**config.mk**
```make
export PLATFORM = sky130hd
export DESIGN_NAME = accel_tilt_estimator_core
export DESIGN_NICKNAME = d
export VERILOG_FILES = /design/src/design/ate_pkg.sv /design/src/design/ate_front.sv /design/src/design/ate_cordic.sv /design/src/design/ate_back.sv /design/src/design/accel_tilt_estimator_core.sv
export SDC_FILE = /design/constraint.sdc
export NUM_CORES = 2
export LEC_CHECK = 0
export ABC_CLOCK_PERIOD_IN_PS = 11600
export BUFFER_PORTS_ARGS = -buffer_cell sky130_fd_sc_hd__clkbuf_2
export CAP_MARGIN = 20
export CORE_UTILIZATION = 39
export CTS_CLUSTER_SIZE = 25
export DETAILED_ROUTE_END_ITERATION = 6
export PLACE_DENSITY = 0.56
export SKIP_LAST_GASP = 1
export SYNTH_ARGS = -nofsm -noshare
export SYNTH_HDL_FRONTEND = slang
export SYNTH_HIERARCHICAL = 1
export SYNTH_SLANG_ARGS = --single-unit
```
**constraint.sdc**
```tcl
create_clock -name clock -period 11.6 [get_ports clock]
set_input_delay 1.16 -clock clock [delete_from_list [all_inputs] [get_ports clock]]
set_output_delay 1.16 -clock clock [all_outputs]
set_load 0.03 [all_outputs]
```
**src/design/ate_pkg.sv**
```systemverilog
// shared types, constants and arctangent table for the tilt estimator
// no dependencies
`timescale 1ns / 1ps
package ate_pkg;

   localparam int SampleBits = 16;
   localparam int FracBits   = 8;
   localparam int FiltBits   = SampleBits + FracBits;
   localparam int AngleBits  = 16;
   localparam int CordSteps  = AngleBits + 2;
   localparam int CordBits   = FiltBits + 4;
   localparam int StepBits   = $clog2(CordSteps + 1);
   localparam int QDepth     = 2;

   localparam logic [0:0] CSR_FILTER_KEEP = 1'b0;
   localparam logic [0:0] CSR_ORIENT      = 1'b1;

   localparam logic [1:0] ORIENT_PORTRAIT  = 2'd0;
   localparam logic [1:0] ORIENT_UPSIDE    = 2'd1;
   localparam logic [1:0] ORIENT_LAND_RGT  = 2'd2;
   localparam logic [1:0] ORIENT_LAND_LFT  = 2'd3;

   typedef struct packed {
      logic signed [SampleBits-1:0] sx;
      logic signed [SampleBits-1:0] sy;
      logic signed [SampleBits-1:0] sz;
      logic                         calibrate;
   } item_type;

   function automatic logic [31:0] atan_entry(input logic [4:0] i);
      logic [31:0] r;
      case (i)
         5'd0:  r = 32'h20000000;
         5'd1:  r = 32'h12E4051E;
         5'd2:  r = 32'h09FB385B;
         5'd3:  r = 32'h051111D4;
         5'd4:  r = 32'h028B0D43;
         5'd5:  r = 32'h0145D7E1;
         5'd6:  r = 32'h00A2F61E;
         5'd7:  r = 32'h00517C55;
         5'd8:  r = 32'h0028BE53;
         5'd9:  r = 32'h00145F2F;
         5'd10: r = 32'h000A2F98;
         5'd11: r = 32'h000517CC;
         5'd12: r = 32'h00028BE6;
         5'd13: r = 32'h000145F3;
         5'd14: r = 32'h0000A2FA;
         5'd15: r = 32'h0000517D;
         5'd16: r = 32'h000028BE;
         5'd17: r = 32'h0000145F;
         5'd18: r = 32'h00000A30;
         5'd19: r = 32'h00000518;
         5'd20: r = 32'h0000028C;
         5'd21: r = 32'h00000146;
         5'd22: r = 32'h000000A3;
         5'd23: r = 32'h00000051;
         5'd24: r = 32'h00000029;
         5'd25: r = 32'h00000014;
         5'd26: r = 32'h0000000A;
         5'd27: r = 32'h00000005;
         5'd28: r = 32'h00000003;
         5'd29: r = 32'h00000001;
         5'd30: r = 32'h00000001;
         default: r = 32'h00000000;
      endcase
      return r;
   endfunction

   // negate with saturation to the largest sample
   function automatic logic signed [SampleBits-1:0] sat_neg(
      input logic signed [SampleBits-1:0] v);
      logic signed [SampleBits-1:0] r;
      if (v == {1'b1, {(SampleBits-1){1'b0}}}) r = {1'b0, {(SampleBits-1){1'b1}}};
      else r = -v;
      return r;
   endfunction

endpackage

```
**src/design/ate_front.sv**
```systemverilog
// front end: request capture and a short queue toward the back end
// depends on ate_pkg
`timescale 1ns / 1ps
module ate_front import ate_pkg::*; (
   input  logic                         clock,
   input  logic                         reset,
   input  logic                         req_valid,
   output logic                         req_stall,
   input  logic signed [SampleBits-1:0] req_sample_x,
   input  logic signed [SampleBits-1:0] req_sample_y,
   input  logic signed [SampleBits-1:0] req_sample_z,
   input  logic                         req_calibrate,
   output logic                         q_valid,
   input  logic                         q_take,
   output item_type                     q_item
);
   item_type         mem_ff [QDepth];
   logic             wp_ff, wp_in, rp_ff, rp_in;
   logic [1:0]       cnt_ff, cnt_in;
   logic             push, pop;

   assign req_stall = (cnt_ff == 2'(QDepth));
   assign push      = req_valid && !req_stall;
   assign q_valid   = (cnt_ff != 2'd0);
   assign pop       = q_valid && q_take;
   assign q_item    = mem_ff[rp_ff];

   always_comb begin
      wp_in  = push ? ~wp_ff : wp_ff;
      rp_in  = pop ? ~rp_ff : rp_ff;
      cnt_in = cnt_ff + {1'b0, push} - {1'b0, pop};
   end

   always_ff @(posedge clock) begin
      if (reset) begin
         wp_ff  <= 1'b0;
         rp_ff  <= 1'b0;
         cnt_ff <= 2'd0;
      end else begin
         wp_ff  <= wp_in;
         rp_ff  <= rp_in;
         cnt_ff <= cnt_in;
      end
      if (push) begin
         mem_ff[wp_ff] <= '{sx: req_sample_x, sy: req_sample_y, sz: req_sample_z,
                            calibrate: req_calibrate};
      end
   end
endmodule

```
**src/design/ate_cordic.sv**
```systemverilog
// iterative vectoring cordic atan2, one step per cycle
// depends on ate_pkg
`timescale 1ns / 1ps
module ate_cordic import ate_pkg::*; (
   input  logic                       clock,
   input  logic                       reset,
   input  logic                       start,
   input  logic signed [CordBits-1:0] in_y,
   input  logic signed [CordBits-1:0] in_x,
   output logic                       done,
   output logic [AngleBits-1:0]       angle
);
   typedef enum logic [1:0] {C_IDLE, C_RUN, C_DONE} cstate_type;
   cstate_type                 st_ff, st_in;
   logic signed [CordBits-1:0] x_ff, x_in, y_ff, y_in;
   logic [31:0]                z_ff, z_in;
   logic [StepBits-1:0]        i_ff, i_in;
   logic signed [CordBits-1:0] dx, dy;
   logic [31:0]                zr;

   // arithmetic shift is a floor shift
   assign dx = y_ff >>> i_ff;
   assign dy = x_ff >>> i_ff;
   assign zr = z_ff + (32'd1 << (31 - AngleBits));
   assign angle = zr[31 -: AngleBits];
   assign done  = (st_ff == C_DONE);

   always_comb begin
      st_in = st_ff; x_in = x_ff; y_in = y_ff; z_in = z_ff; i_in = i_ff;
      case (st_ff)
         C_IDLE, C_DONE: begin
            if (start) begin
               i_in = '0;
               if (in_y == '0) begin
                  z_in  = (in_x < 0) ? 32'h80000000 : 32'h0;
                  st_in = C_DONE;
               end else if (in_x == '0) begin
                  z_in  = (in_y > 0) ? 32'h40000000 : 32'hC0000000;
                  st_in = C_DONE;
               end else if (in_x < 0) begin
                  x_in = -in_x; y_in = -in_y; z_in = 32'h80000000; st_in = C_RUN;
               end else begin
                  x_in = in_x; y_in = in_y; z_in = 32'h0; st_in = C_RUN;
               end
            end else if (st_ff == C_DONE) begin
               st_in = C_IDLE;
            end
         end
         C_RUN: begin
            if (!y_ff[CordBits-1]) begin
               x_in = x_ff + dx; y_in = y_ff - dy; z_in = z_ff + atan_entry(i_ff[4:0]);
            end else begin
               x_in = x_ff - dx; y_in = y_ff + dy; z_in = z_ff - atan_entry(i_ff[4:0]);
            end
            i_in = i_ff + 1'b1;
            if (i_ff == StepBits'(CordSteps - 1)) st_in = C_DONE;
         end
         default: st_in = C_IDLE;
      endcase
   end

   always_ff @(posedge clock) begin
      if (reset) st_ff <= C_IDLE;
      else st_ff <= st_in;
      x_ff <= x_in; y_ff <= y_in; z_ff <= z_in; i_ff <= i_in;
   end
endmodule

```
**src/design/ate_back.sv**
```systemverilog
// back end: filter, two atan2 passes, centring, rate and orientation remap
// depends on ate_pkg and ate_cordic
`timescale 1ns / 1ps
module ate_back import ate_pkg::*; (
   input  logic                         clock,
   input  logic                         reset,
   input  logic [8:0]                   keep_cfg,
   input  logic [1:0]                   orient_cfg,
   input  logic                         q_valid,
   output logic                         q_take,
   input  item_type                     q_item,
   output logic                         rsp_valid,
   input  logic                         rsp_stall,
   output logic signed [15:0]           rsp_attitude_x,
   output logic signed [15:0]           rsp_attitude_z,
   output logic signed [15:0]           rsp_rate_x,
   output logic signed [15:0]           rsp_rate_z,
   output logic signed [15:0]           rsp_accel_out_x,
   output logic signed [15:0]           rsp_accel_out_y,
   output logic signed [15:0]           rsp_accel_out_z
);
   typedef enum logic [2:0] {B_IDLE, B_FILT, B_MUL, B_PITCH, B_ROLL, B_FIN, B_OUT}
      bstate_type;
   localparam logic [FracBits:0] One = (FracBits+1)'(1) << FracBits;
   localparam int ProdBits = FiltBits + FracBits + 3;

   bstate_type                    st_ff, st_in;
   item_type                      it_ff;
   logic signed [FiltBits-1:0]    f_ff [3];
   logic [1:0]                    ax_ff;
   logic signed [ProdBits-1:0]    p_ff;
   logic                          first_ff;
   logic                          cgo_ff, cgo_in;
   logic [AngleBits-1:0]          cp_ff, cr_ff, pp_ff, pr_ff, pitch_ff;
   logic [FracBits:0]             keep;
   logic signed [SampleBits-1:0]  smp;
   logic signed [ProdBits-1:0]    prod_in;
   logic signed [FiltBits-1:0]    fnew;
   logic                          cstart, cdone;
   logic signed [CordBits-1:0]    cy, cx;
   logic [AngleBits-1:0]          cang, pitch_c, roll_c, pcur, rcur;
   logic [AngleBits-1:0]          ax, az, rx, rz, rxx, rzz;
   logic signed [SampleBits-1:0]  gx, gy;
   logic                          out_free;

   assign keep = (keep_cfg > 9'(One)) ? One : keep_cfg[FracBits:0];

   always_comb begin
      case (ax_ff)
         2'd0:    smp = it_ff.sx;
         2'd1:    smp = it_ff.sy;
         default: smp = it_ff.sz;
      endcase
   end

   // keep*f + (one-keep)*s*one + one/2, one multiplier pair shared by the three axes
   assign prod_in = ProdBits'($signed({1'b0, keep}) * f_ff[ax_ff])
                  + ProdBits'($signed({1'b0, One - keep}) * smp) * ProdBits'(One)
                  + ProdBits'(One >> 1);
   assign fnew = FiltBits'(p_ff >>> FracBits);

   // pitch run starts as B_PITCH is entered, once all three axes are written
   assign cgo_in = (st_in == B_PITCH) && (st_ff != B_PITCH);
   assign cstart = cgo_ff || (st_ff == B_PITCH && cdone);
   assign cy = cgo_ff ? -CordBits'(f_ff[1]) : -CordBits'(f_ff[0]);
   assign cx = -CordBits'(f_ff[2]);

   ate_cordic u_cordic (
      .clock (clock), .reset (reset), .start (cstart),
      .in_y  (cy), .in_x (cx), .done (cdone), .angle (cang)
   );

   assign pitch_c = it_ff.calibrate ? pitch_ff : cp_ff;
   assign roll_c  = it_ff.calibrate ? AngleBits'(-cang) : cr_ff;
   assign pcur = pitch_ff - pitch_c;
   assign rcur = AngleBits'(-cang) - roll_c;
   assign rxx  = pp_ff - pcur;
   assign rzz  = pr_ff - rcur;

   always_comb begin
      ax = pcur; az = rcur; rx = rxx; rz = rzz; gx = it_ff.sx; gy = it_ff.sy;
      case (orient_cfg)
         ORIENT_UPSIDE: begin
            ax = -pcur; az = -rcur; rx = -rxx; rz = -rzz;
            gx = sat_neg(it_ff.sx); gy = sat_neg(it_ff.sy);
         end
         ORIENT_LAND_RGT: begin
            ax = -rcur; az = pcur; rx = -rzz; rz = rxx;
            gx = sat_neg(it_ff.sy); gy = it_ff.sx;
         end
         ORIENT_LAND_LFT: begin
            ax = rcur; az = -pcur; rx = rzz; rz = -rxx;
            gx = it_ff.sy; gy = sat_neg(it_ff.sx);
         end
         default: ;
      endcase
   end

   assign out_free = !rsp_valid || !rsp_stall;
   assign q_take   = (st_ff == B_IDLE);

   always_comb begin
      st_in = st_ff;
      case (st_ff)
         B_IDLE:  if (q_valid) st_in = B_FILT;
         B_FILT:  if (first_ff) begin
                     if (ax_ff == 2'd2) st_in = B_PITCH;
                  end else st_in = B_MUL;
         B_MUL:   st_in = (ax_ff == 2'd2) ? B_PITCH : B_FILT;
         B_PITCH: if (cdone) st_in = B_ROLL;
         B_ROLL:  if (cdone) st_in = B_FIN;
         B_FIN:   if (out_free) st_in = B_IDLE;
         default: st_in = B_IDLE;
      endcase
   end

   always_ff @(posedge clock) begin
      if (reset) begin
         st_ff <= B_IDLE; first_ff <= 1'b1; rsp_valid <= 1'b0; cgo_ff <= 1'b0;
         cp_ff <= '0; cr_ff <= '0; pp_ff <= '0; pr_ff <= '0;
         f_ff[0] <= '0; f_ff[1] <= '0; f_ff[2] <= '0; ax_ff <= '0;
      end else begin
         st_ff <= st_in;
         cgo_ff <= cgo_in;
         rsp_valid <= (st_ff == B_FIN && out_free) || (rsp_valid && rsp_stall);
         case (st_ff)
            B_IDLE: begin
               ax_ff <= '0;
               if (q_valid) it_ff <= q_item;
            end
            B_FILT: begin
               if (first_ff) begin
                  f_ff[ax_ff] <= FiltBits'(smp) <<< FracBits;
                  ax_ff <= ax_ff + 2'd1;
                  if (ax_ff == 2'd2) first_ff <= 1'b0;
               end else p_ff <= prod_in;
            end
            B_MUL: begin
               f_ff[ax_ff] <= fnew;
               ax_ff <= ax_ff + 2'd1;
            end
            B_PITCH: if (cdone) pitch_ff <= cang;
            B_FIN: if (out_free) begin
               cp_ff <= pitch_c; cr_ff <= roll_c;
               pp_ff <= pcur; pr_ff <= rcur;
               rsp_attitude_x <= ax; rsp_attitude_z <= az;
               rsp_rate_x <= rx; rsp_rate_z <= rz;
               rsp_accel_out_x <= gx; rsp_accel_out_y <= gy;
               rsp_accel_out_z <= it_ff.sz;
            end
            default: ;
         endcase
      end
   end
endmodule

```
**src/design/accel_tilt_estimator_core.sv**
```systemverilog
// top level of the accelerometer tilt estimator: csr registers, front and back
// depends on ate_pkg, ate_front, ate_back
//
//  channel | handshake           | payload
//  req     | req_valid/req_stall | sample x/y/z, calibrate
//  rsp     | rsp_valid/rsp_stall | attitude x/z, rate x/z, accel out x/y/z
//  csr     | csr_write_en        | csr_index, csr_wdata (9 bits)
//
// a request passes in the back end through a take state, a product state and
// a write state per axis (only a write for the first after reset), a pitch run
// and a roll run on the shared cordic, and an output state; a vector on an
// axis skips the cordic steps. the front queue holds two requests meanwhile.
// reset is synchronous and loads the filter, centres and registers defaults.
// a stalled response holds the back end in its final state.
`timescale 1ns / 1ps
module accel_tilt_estimator_core import ate_pkg::*; (
   input  logic                         clock,
   input  logic                         reset,
   input  logic                         req_valid,
   output logic                         req_stall,
   input  logic signed [SampleBits-1:0] req_sample_x,
   input  logic signed [SampleBits-1:0] req_sample_y,
   input  logic signed [SampleBits-1:0] req_sample_z,
   input  logic                         req_calibrate,
   output logic                         rsp_valid,
   input  logic                         rsp_stall,
   output logic signed [15:0]           rsp_attitude_x,
   output logic signed [15:0]           rsp_attitude_z,
   output logic signed [15:0]           rsp_rate_x,
   output logic signed [15:0]           rsp_rate_z,
   output logic signed [15:0]           rsp_accel_out_x,
   output logic signed [15:0]           rsp_accel_out_y,
   output logic signed [15:0]           rsp_accel_out_z,
   input  logic                         csr_write_en,
   input  logic                         csr_index,
   input  logic [8:0]                   csr_wdata
);
   logic [8:0] keep_ff;
   logic [1:0] orient_ff;
   logic       q_valid, q_take;
   item_type   q_item;

   always_ff @(posedge clock) begin
      if (reset) begin
         keep_ff   <= 9'd218;
         orient_ff <= ORIENT_PORTRAIT;
      end else if (csr_write_en) begin
         case (csr_index)
            CSR_FILTER_KEEP: keep_ff   <= csr_wdata;
            CSR_ORIENT:      orient_ff <= csr_wdata[1:0];
            default: ;
         endcase
      end
   end

   ate_front u_front (
      .clock (clock), .reset (reset),
      .req_valid (req_valid), .req_stall (req_stall),
      .req_sample_x (req_sample_x), .req_sample_y (req_sample_y),
      .req_sample_z (req_sample_z), .req_calibrate (req_calibrate),
      .q_valid (q_valid), .q_take (q_take), .q_item (q_item)
   );

   ate_back u_back (
      .clock (clock), .reset (reset),
      .keep_cfg (keep_ff), .orient_cfg (orient_ff),
      .q_valid (q_valid), .q_take (q_take), .q_item (q_item),
      .rsp_valid (rsp_valid), .rsp_stall (rsp_stall),
      .rsp_attitude_x (rsp_attitude_x), .rsp_attitude_z (rsp_attitude_z),
      .rsp_rate_x (rsp_rate_x), .rsp_rate_z (rsp_rate_z),
      .rsp_accel_out_x (rsp_accel_out_x), .rsp_accel_out_y (rsp_accel_out_y),
      .rsp_accel_out_z (rsp_accel_out_z)
   );
endmodule
```
Word level (Yosys, flattened, before mapping)

Memories as Yosys holds them, arrays and structs flattened. A register that Yosys moved wholly into a read port is not among the register bits.
Cells that the tools add are included.

Output and inout bits: 114
Memories: 4
Bits in writable memories: 170
Flip-flop bits (word level): 342
Memory bits (read-only): 1920

Magnitude comparators: 3
Muxes and demuxes: 75
Equal/unequal tests: 24
Shifts and indexed selects: 2
Bitwise logic cells: 6
Reductions and logical operators: 33
Multiply operators: 2
$add $sub $neg: 30

Memory list:

| name            | depth | width | read ports | clocked after memory_dff | write ports | line            | RTL |
|---|---|---|---|---|---|---|---|
| (no name shown) | 32    | 30    | 1          | 1                        | 0           | ate_pkg.sv:32   | `case (i)` |
| (no name shown) | 32    | 30    | 1          | 1                        | 0           | ate_pkg.sv:32   |  |
| u_front.mem_ff  | 2     | 49    | 1          | 1                        | 1           | ate_front.sv:17 | `item_type mem_ff [QDepth];` |
| u_back.f_ff     | 3     | 24    | 4          | 1                        | 3           | ate_back.sv:29  | `logic signed [FiltBits-1:0] f_ff [3];` |

Operator list:

| cell                                                           | number |
|---|---|
| two-way mux 32 bit                                             | 10 |
| two-way mux 28 bit                                             | 11 |
| case mux 16 bit (3 select lines)                               | 6 |
| negation 16 bit                                                | 7 |
| case mux 28 bit (2 select lines)                               | 2 |
| negation 24 -> 28 bit                                          | 3 |
| adder 32 bit                                                   | 2 |
| two-way mux 16 bit                                             | 4 |
| case mux 32 bit (2 select lines)                               | 1 |
| subtractor 16 bit                                              | 4 |
| adder 28 bit                                                   | 2 |
| logical NOT 28 bit                                             | 2 |
| negation 28 bit                                                | 2 |
| >>> shifter 28 x 5 -> 28 bit                                   | 2 |
| subtractor 28 bit                                              | 2 |
| two-way mux 24 bit                                             | 2 |
| adder 32 x 16 -> 32 bit, second input constant                 | 1 |
| adder 32 x 8 -> 32 bit, second input constant                  | 1 |
| equality test 16 bit, second input constant                    | 2 |
| multiplier 10 x 24 -> 32 bit                                   | 1 |
| case mux 16 bit (2 select lines)                               | 1 |
| subtractor 32 bit                                              | 1 |
| greater-than comparator 28 x 1 -> 1 bit, second input constant | 1 |
| less-than comparator 28 x 1 -> 1 bit, second input constant    | 1 |
| 40 further kinds                                               | 104 |

Longest topological paths before layout

An unclocked memory read counts as a cell.

Depth in word-level cells: 9
Mapped depth: 43
Gate-level depth less buffers: 39

Cells and area by module

Netlist, hierarchy kept.

By module, submodules not included:

| module                    | seq. area each (um^2) | cells each | area each (um^2) | times used |
|---|---|---|---|---|
| ate_back                  | 10400.0               | 3744       | 35414.0          | 1 |
| ate_cordic                | 3433.3                | 1908       | 16155.5          | 1 |
| ate_front                 | 3042.9                | 179        | 3764.9           | 1 |
| accel_tilt_estimator_core | 220.2                 | 48         | 473.0            | 1 |

Least setup slack after synthesis

OpenSTA, ideal clock, no wires.

Kind: flip-flop to flip-flop
Start point: register keep_ff[0]
End point: register u_back.p_ff[31], data pin
Clock period less this slack: 10.051 ns
Stages on the path, launching flop included: 43
Data arrival time: 9.785 ns
Setup slack: 1.549 ns
Library setup time: 0.266 ns
Path through: dfxtp_1 -> nor2b_1 -> clkbuf_1 -> inv_1 -> clkbuf_1 -> buf_1 -> ha_1 -> nand3_1 -> xnor2_1 -> clkbuf_1 -> nor2_1 -> fa_1 -> ha_1 -> inv_1 -> fa_1 -> inv_1 -> fa_1 -> inv_1 -> [7 not listed] -> o21a_1 -> o21ai_0 -> nand2b_1 -> a21oi_1 -> xnor2_1 -> fa_1 -> inv_1 -> fa_1 -> fa_1 -> inv_1 -> ha_1 -> a21o_1 -> a21o_1 -> or3_1 -> o31ai_2 -> o21ai_0 -> o41ai_1 -> xnor2_1

Word-level cells in the longest chain between the ends: 6
Elaborated cells on any way between the ends: 7
Classes of those cells: add/sub: 3; mul: 2; order compare: 1; mux: 1

RTL lines:

| element                       | line                            | RTL |
|---|---|---|
| start: declaration            | accel_tilt_estimator_core.sv:38 | `logic [8:0] keep_ff;` |
| start signal: assignment      | accel_tilt_estimator_core.sv:49 | `CSR_FILTER_KEEP: keep_ff <= csr_wdata;` |
| greater-than comparator 9 bit | ate_back.sv:46                  | `assign keep = (keep_cfg > 9'(One)) ? One : keep_cfg[FracBits:0];` |
| two-way mux 9 bit *           | ate_back.sv:46                  |  |
| subtractor 9 bit              | ate_back.sv:58                  | `+ ProdBits'($signed({1'b0, One - keep}) * smp) * ProdBits'(One)` |
| multiplier 10 x 16 -> 24 bit  | ate_back.sv:58                  |  |
| adder 32 bit *                | ate_back.sv:58                  |  |
| adder 32 x 8 -> 32 bit *      | ate_back.sv:59                  | `+ ProdBits'(One >> 1);` |
| named net u_back.prod_in[31]  | ate_back.sv:37                  | `logic signed [ProdBits-1:0] prod_in;` |
| end signal: assignment        | ate_back.sv:136                 | `end else p_ff <= prod_in;` |
| end: declaration              | ate_back.sv:31                  | `logic signed [ProdBits-1:0] p_ff;` |

Mark *: on every way through the listed nets, which the timed path passes. The rest lies on a longest branch.
A chain may end at the register's enable or synchronous reset.

Final worst setup path

Start point: register u_back.ax_ff[1]
End point: register u_back.p_ff[31], data pin

Word-level cells in the longest chain between the ends: 5
Elaborated cells on any way between the ends: 6
Classes of those cells: add/sub: 2; mul: 1; eq/ne: 1; mux: 1; reduce/logical: 1

RTL lines:

| element                                                                  | line            | RTL |
|---|---|---|
| start: declaration                                                       | ate_back.sv:30  | `logic [1:0] ax_ff;` |
| start signal: assignment                                                 | ate_back.sv:134 | `ax_ff <= ax_ff + 2'd1;` |
| start signal: assignment                                                 | ate_back.sv:140 | `ax_ff <= ax_ff + 2'd1;` |
| equality test 2 x 1 -> 1 bit / logical NOT 2 bit (equally long branches) | ate_back.sv:49  | `case (ax_ff)` |
| case mux 16 bit (2 select lines) *                                       | ate_back.sv:49  |  |
| multiplier 10 x 16 -> 24 bit *                                           | ate_back.sv:58  |  |
| adder 32 bit *                                                           | ate_back.sv:58  |  |
| adder 32 x 8 -> 32 bit *                                                 | ate_back.sv:59  |  |
| named net u_back.prod_in[31]                                             | ate_back.sv:37  |  |

Marks and branches as above.

==> results by group <==
Run status
  – Status: finished, final reports clean

Worst hold path
  – Hold_sp: u_back/cr_ff[0]
  – Hold Crit Class: flip-flop to flip-flop
  – Worst hold path endpoint: u_back/cr_ff[0]
  – Min-Delay Path Depth: 2

Flow run
  – Max_cap viols: 0

Clocking
  – CTS Buffer Depth: 3
  – Total CTS buffers: 74
  – Setup Fix Bufs, Post-CTS: 0
  – Post-CTS sizing: 0
  – TritonCTS sink count: a little over 600
  – H-Tree Depth: 3
  – Clk root buf: clkbuf_16
  – Post-CTS Hold Fix Bufs: 0
  – Clock Latency Late Sink: ~700 ps
  – TritonCTS clock tree: yes
  – Clock-pin slew on the worst setup and hold paths: about 60 ps

Synthesis
  – Most common flop cell mapped by yosys: edfxtp_1
  – Post-synthesis cell type count: around 110
  – Syn_area_per_cell: approximately 9.5 um2
  – Yosys top cell by area: edfxtp_1
  – Post-Syn Instances: slightly below 6000
  – Synth top area share: 0.263
  – Yosys reg bits: 610
  – Top cells by area, synth: edfxtp_1 26%, fa_1 11%, ha_1 6.8%
  – Number of enable flip-flop cells after synthesis: between 400 and 500
  – Post-synth net total: ~6600
  – Synth warn: 6
  – Async set-reset flop share out of synthesis: 0
  – Post-synthesis instance area: about 56000 um2
  – Sequential-to-total area share from yosys stat: 0.306

Placement
  – Setup WS pre-CTS: 1060 ps
  – Buffers on Ports: about 180
  – Detailed Place HPWL: 124 mm
  – RePlAce Congestion: a little under 0.9

Critical path
  – CP required: approximately 12000 ps
  – Worst-path maximum fanout: 26
  – Reg2Reg Launch Point: u_back/ax_ff[1]
  – Worst Setup End Kind: flip-flop
  – Critical Path Max Stage Delay: ~790 ps
  – CP dominant cell by count: fa_1
  – Crit path launch type: flip-flop
  – R2R Setup Slk: about 1000 ps
  – CP Data Arrival Time: 10990 ps
  – Crit path kind: flip-flop to flip-flop
  – Number of cells on the worst reg-to-reg path: 38
  – Worst path slowest cell: a21oi_1
  – R2r endpoint: u_back/p_ff[31]

Global route
  – Grt ovf: 0
  – Global Route Usage Sum: 0.222
  – Largest net degree at the start of global routing: 97
  – Grt met3 use: 0.0219
  – First-pass GRT wire length: 254 mm
  – Initial antenna violation count: 5
  – Vias in the first global route: 43100
  – GRT met1 Usage: 0.314
  – Met2 Usage GRT: 0.359
  – GRT busiest layer: met2

Drt
  – Initial DRC count: a little under 4000
  – Detailed Routing Iterations Pass 1: 5
  – Remaining routing DRC violations: 0
  – Antenna Nets Post-Route: 0
  – Vias per cell: 5.65
  – Total Wirelength: 162 mm
  – Total number of vias: around 45000
  – DR WL/cell: ~21 um

Timing
  – Final hold violations: 0
  – Actual transition at the worst max-transition pin: roughly 1200 ps
  – Worst Clk Skew: ~46 ps
  – Setup ws final: a little over 1000 ps
  – Max-slew violations: 0
  – Unrepaired setup endpoints after global routing: false
  – WHS: 459 ps
  – Tmin final: 10560 ps
  – Worst slew margin: 0.225
  – Sum Neg Setup Slack: 0 ps
  – Setup violators final: 0
  – Fmax: between 90 and 100 MHz
  – Period utilization: 0.911

Final layout
  – Layout area overhead: 9.79%
  – Register area: approximately 17000 um2
  – Layout cells sized above 1: 0.117
  – Fill cells: about 14000
  – Multi-input gate area: around 36000 um2
  – Final nets: 6637

Die
  – Die W: roughly 380 um
  – Io pins: about 180
  – Die area: about 140000 um2
  – Rows: approximately 140
  – Die Span Y: 380 um
  – Initial Util: 0.394
  – Core box area: 142000 um2
[synth_stat cells (all sizes together) (14+ instances only)]
cell type,number
ha,302
nor2b,65
mux2,91
inv,469
and3,56
a31oi,66
nand4,33
a311oi,15
nand2b,72
edfxtp,488
o211a,14
nor3b,22
or4,21
clkbuf,198
o21a,75
dfxtp,122
nor3,149
o21bai,14
o22ai,31
a21o,72
mux2i,98
and2,91
a21oi,340
xnor2,242
nor4,40
nand3,73
xor2,149
o21ai,288
buf,70
a211oi,92
o31ai,40
nor2,662
or2,27
mux4,123
or3,63
fa,316
a22o,27
o211ai,34
nand2,517
[worst max-delay path by stage]
| stage | from | endpoint | slack, ps | cells past startpoint |
|---|---|---|---|---|
| after global routing | u_back/ax_ff[0] | u_back/p_ff[31] | 390 | 37 |
| final | u_back/ax_ff[1] | u_back/p_ff[31] | 1040 | 38 |
| after floorplan | keep_ff[0] | u_back/p_ff[31] | 1550 | 42 |
| after CTS | u_back/ax_ff[1] | u_back/p_ff[31] | 1070 | 38 |
| after global placement | u_back/ax_ff[0] | u_back/p_ff[31] | 1140 | 37 |
| after detailed placement | u_back/ax_ff[1] | u_back/p_ff[31] | 1060 | 38 |
[cell usage in the layout, fill, tap and decap left out, types with 54 or more instances in the layout]
master	instances
a31oi_1	66
edfxtp_1	488
nor3_1	145
mux2i_1	97
and3_1	54
mux4_2	123
or3_1	60
a21o_1	72
nand3_1	72
o21ai_0	282
mux2_2	91
nor2b_1	59
clkbuf_16	75
a21oi_1	339
dfxtp_1	117
fa_1	316
a211oi_1	91
nand2b_1	69
ha_1	302
xor2_1	149
clkbuf_2	176
inv_1	463
nor2_1	660
and2_1	91
nand2_1	516
buf_4	86
o21a_1	75
xnor2_1	241
[critical path, delay by kind of cell (launching register included)]
family	cells	cell delay, ps
DFF	1	320
AOI/OAI and AO/OA	13	3250
adders and majority gates	11	5210
and+or+nand+nor	4	610
buffers and inverters	8	640
xor gates and xnor gates	2	280
[flip-flops by register name, summed over array words and instances, names as in the netlist, 3 cells and up, named ones only]
signal,cells
u_front/mem_ff,98
u_back/f_ff,96
u_back/it_ff,49
u_back/u_cordic/z_ff,32
u_back/u_cordic/x_ff,28
u_back/u_cordic/y_ff,28
u_back/p_ff,24
u_back/cp_ff,16
u_back/cr_ff,16
u_back/pitch_ff,16
u_back/pp_ff,16
u_back/pr_ff,16
u_back/rsp_accel_out_x,16
u_back/rsp_accel_out_y,16
u_back/rsp_accel_out_z,16
u_back/rsp_attitude_x,16
u_back/rsp_attitude_z,16
u_back/rsp_rate_x,16
u_back/rsp_rate_z,16
keep_ff,9
u_back/u_cordic/i_ff,5
u_back/st_ff,3
[routing by layer]
layer | share of wire | wire length (um)
met3 | 0.055 | 8880
met5 | 0 | 0
met2 | 0.47 | 75700
met1 | 0.45 | 73600
met4 | 0.026 | 4260
[cell families after synthesis]
family / count (synthesis) / share of synthesized area
xor gates and xnor gates: 393 / 0.0625
AOI/OAI and AO/OA: 1270 / 0.147
DFF: 610 / 0.306
muxes: 312 / 0.0856
and+or+nand+nor: 1936 / 0.165
buffers and inverters: 740 / 0.0521
adders and majority gates: 618 / 0.181
[cell type report]
class | instances | area share
repair buffers | 268 | 0.0258
inverters | 472 | 0.0289
diodes | 2 | 0.0000817
clock inverters | 51 | 0.0106
clock buffers | 85 | 0.0312
flip-flops and latches | 610 | 0.279
multi-input cells | 4529 | 0.585
well taps | 1890 | 0.0386
[through the flow]
| step | cells | util | instance area, um2 |
|---|---|---|---|
| finish | 7907 | 0.432 | 61300 |
| global route | 7906 | 0.432 | 61300 |
| CTS | 7903 | 0.432 | 61200 |
| detailed placement | 7767 | 0.414 | 58700 |
| global placement | 7764 | 0.414 | 58700 |
| floorplan | 5879 | - | 55800 |
Power is left out: the tool's default activity adds up to more than one toggle a clock period on the data nets, which glitch-free logic cannot reach.
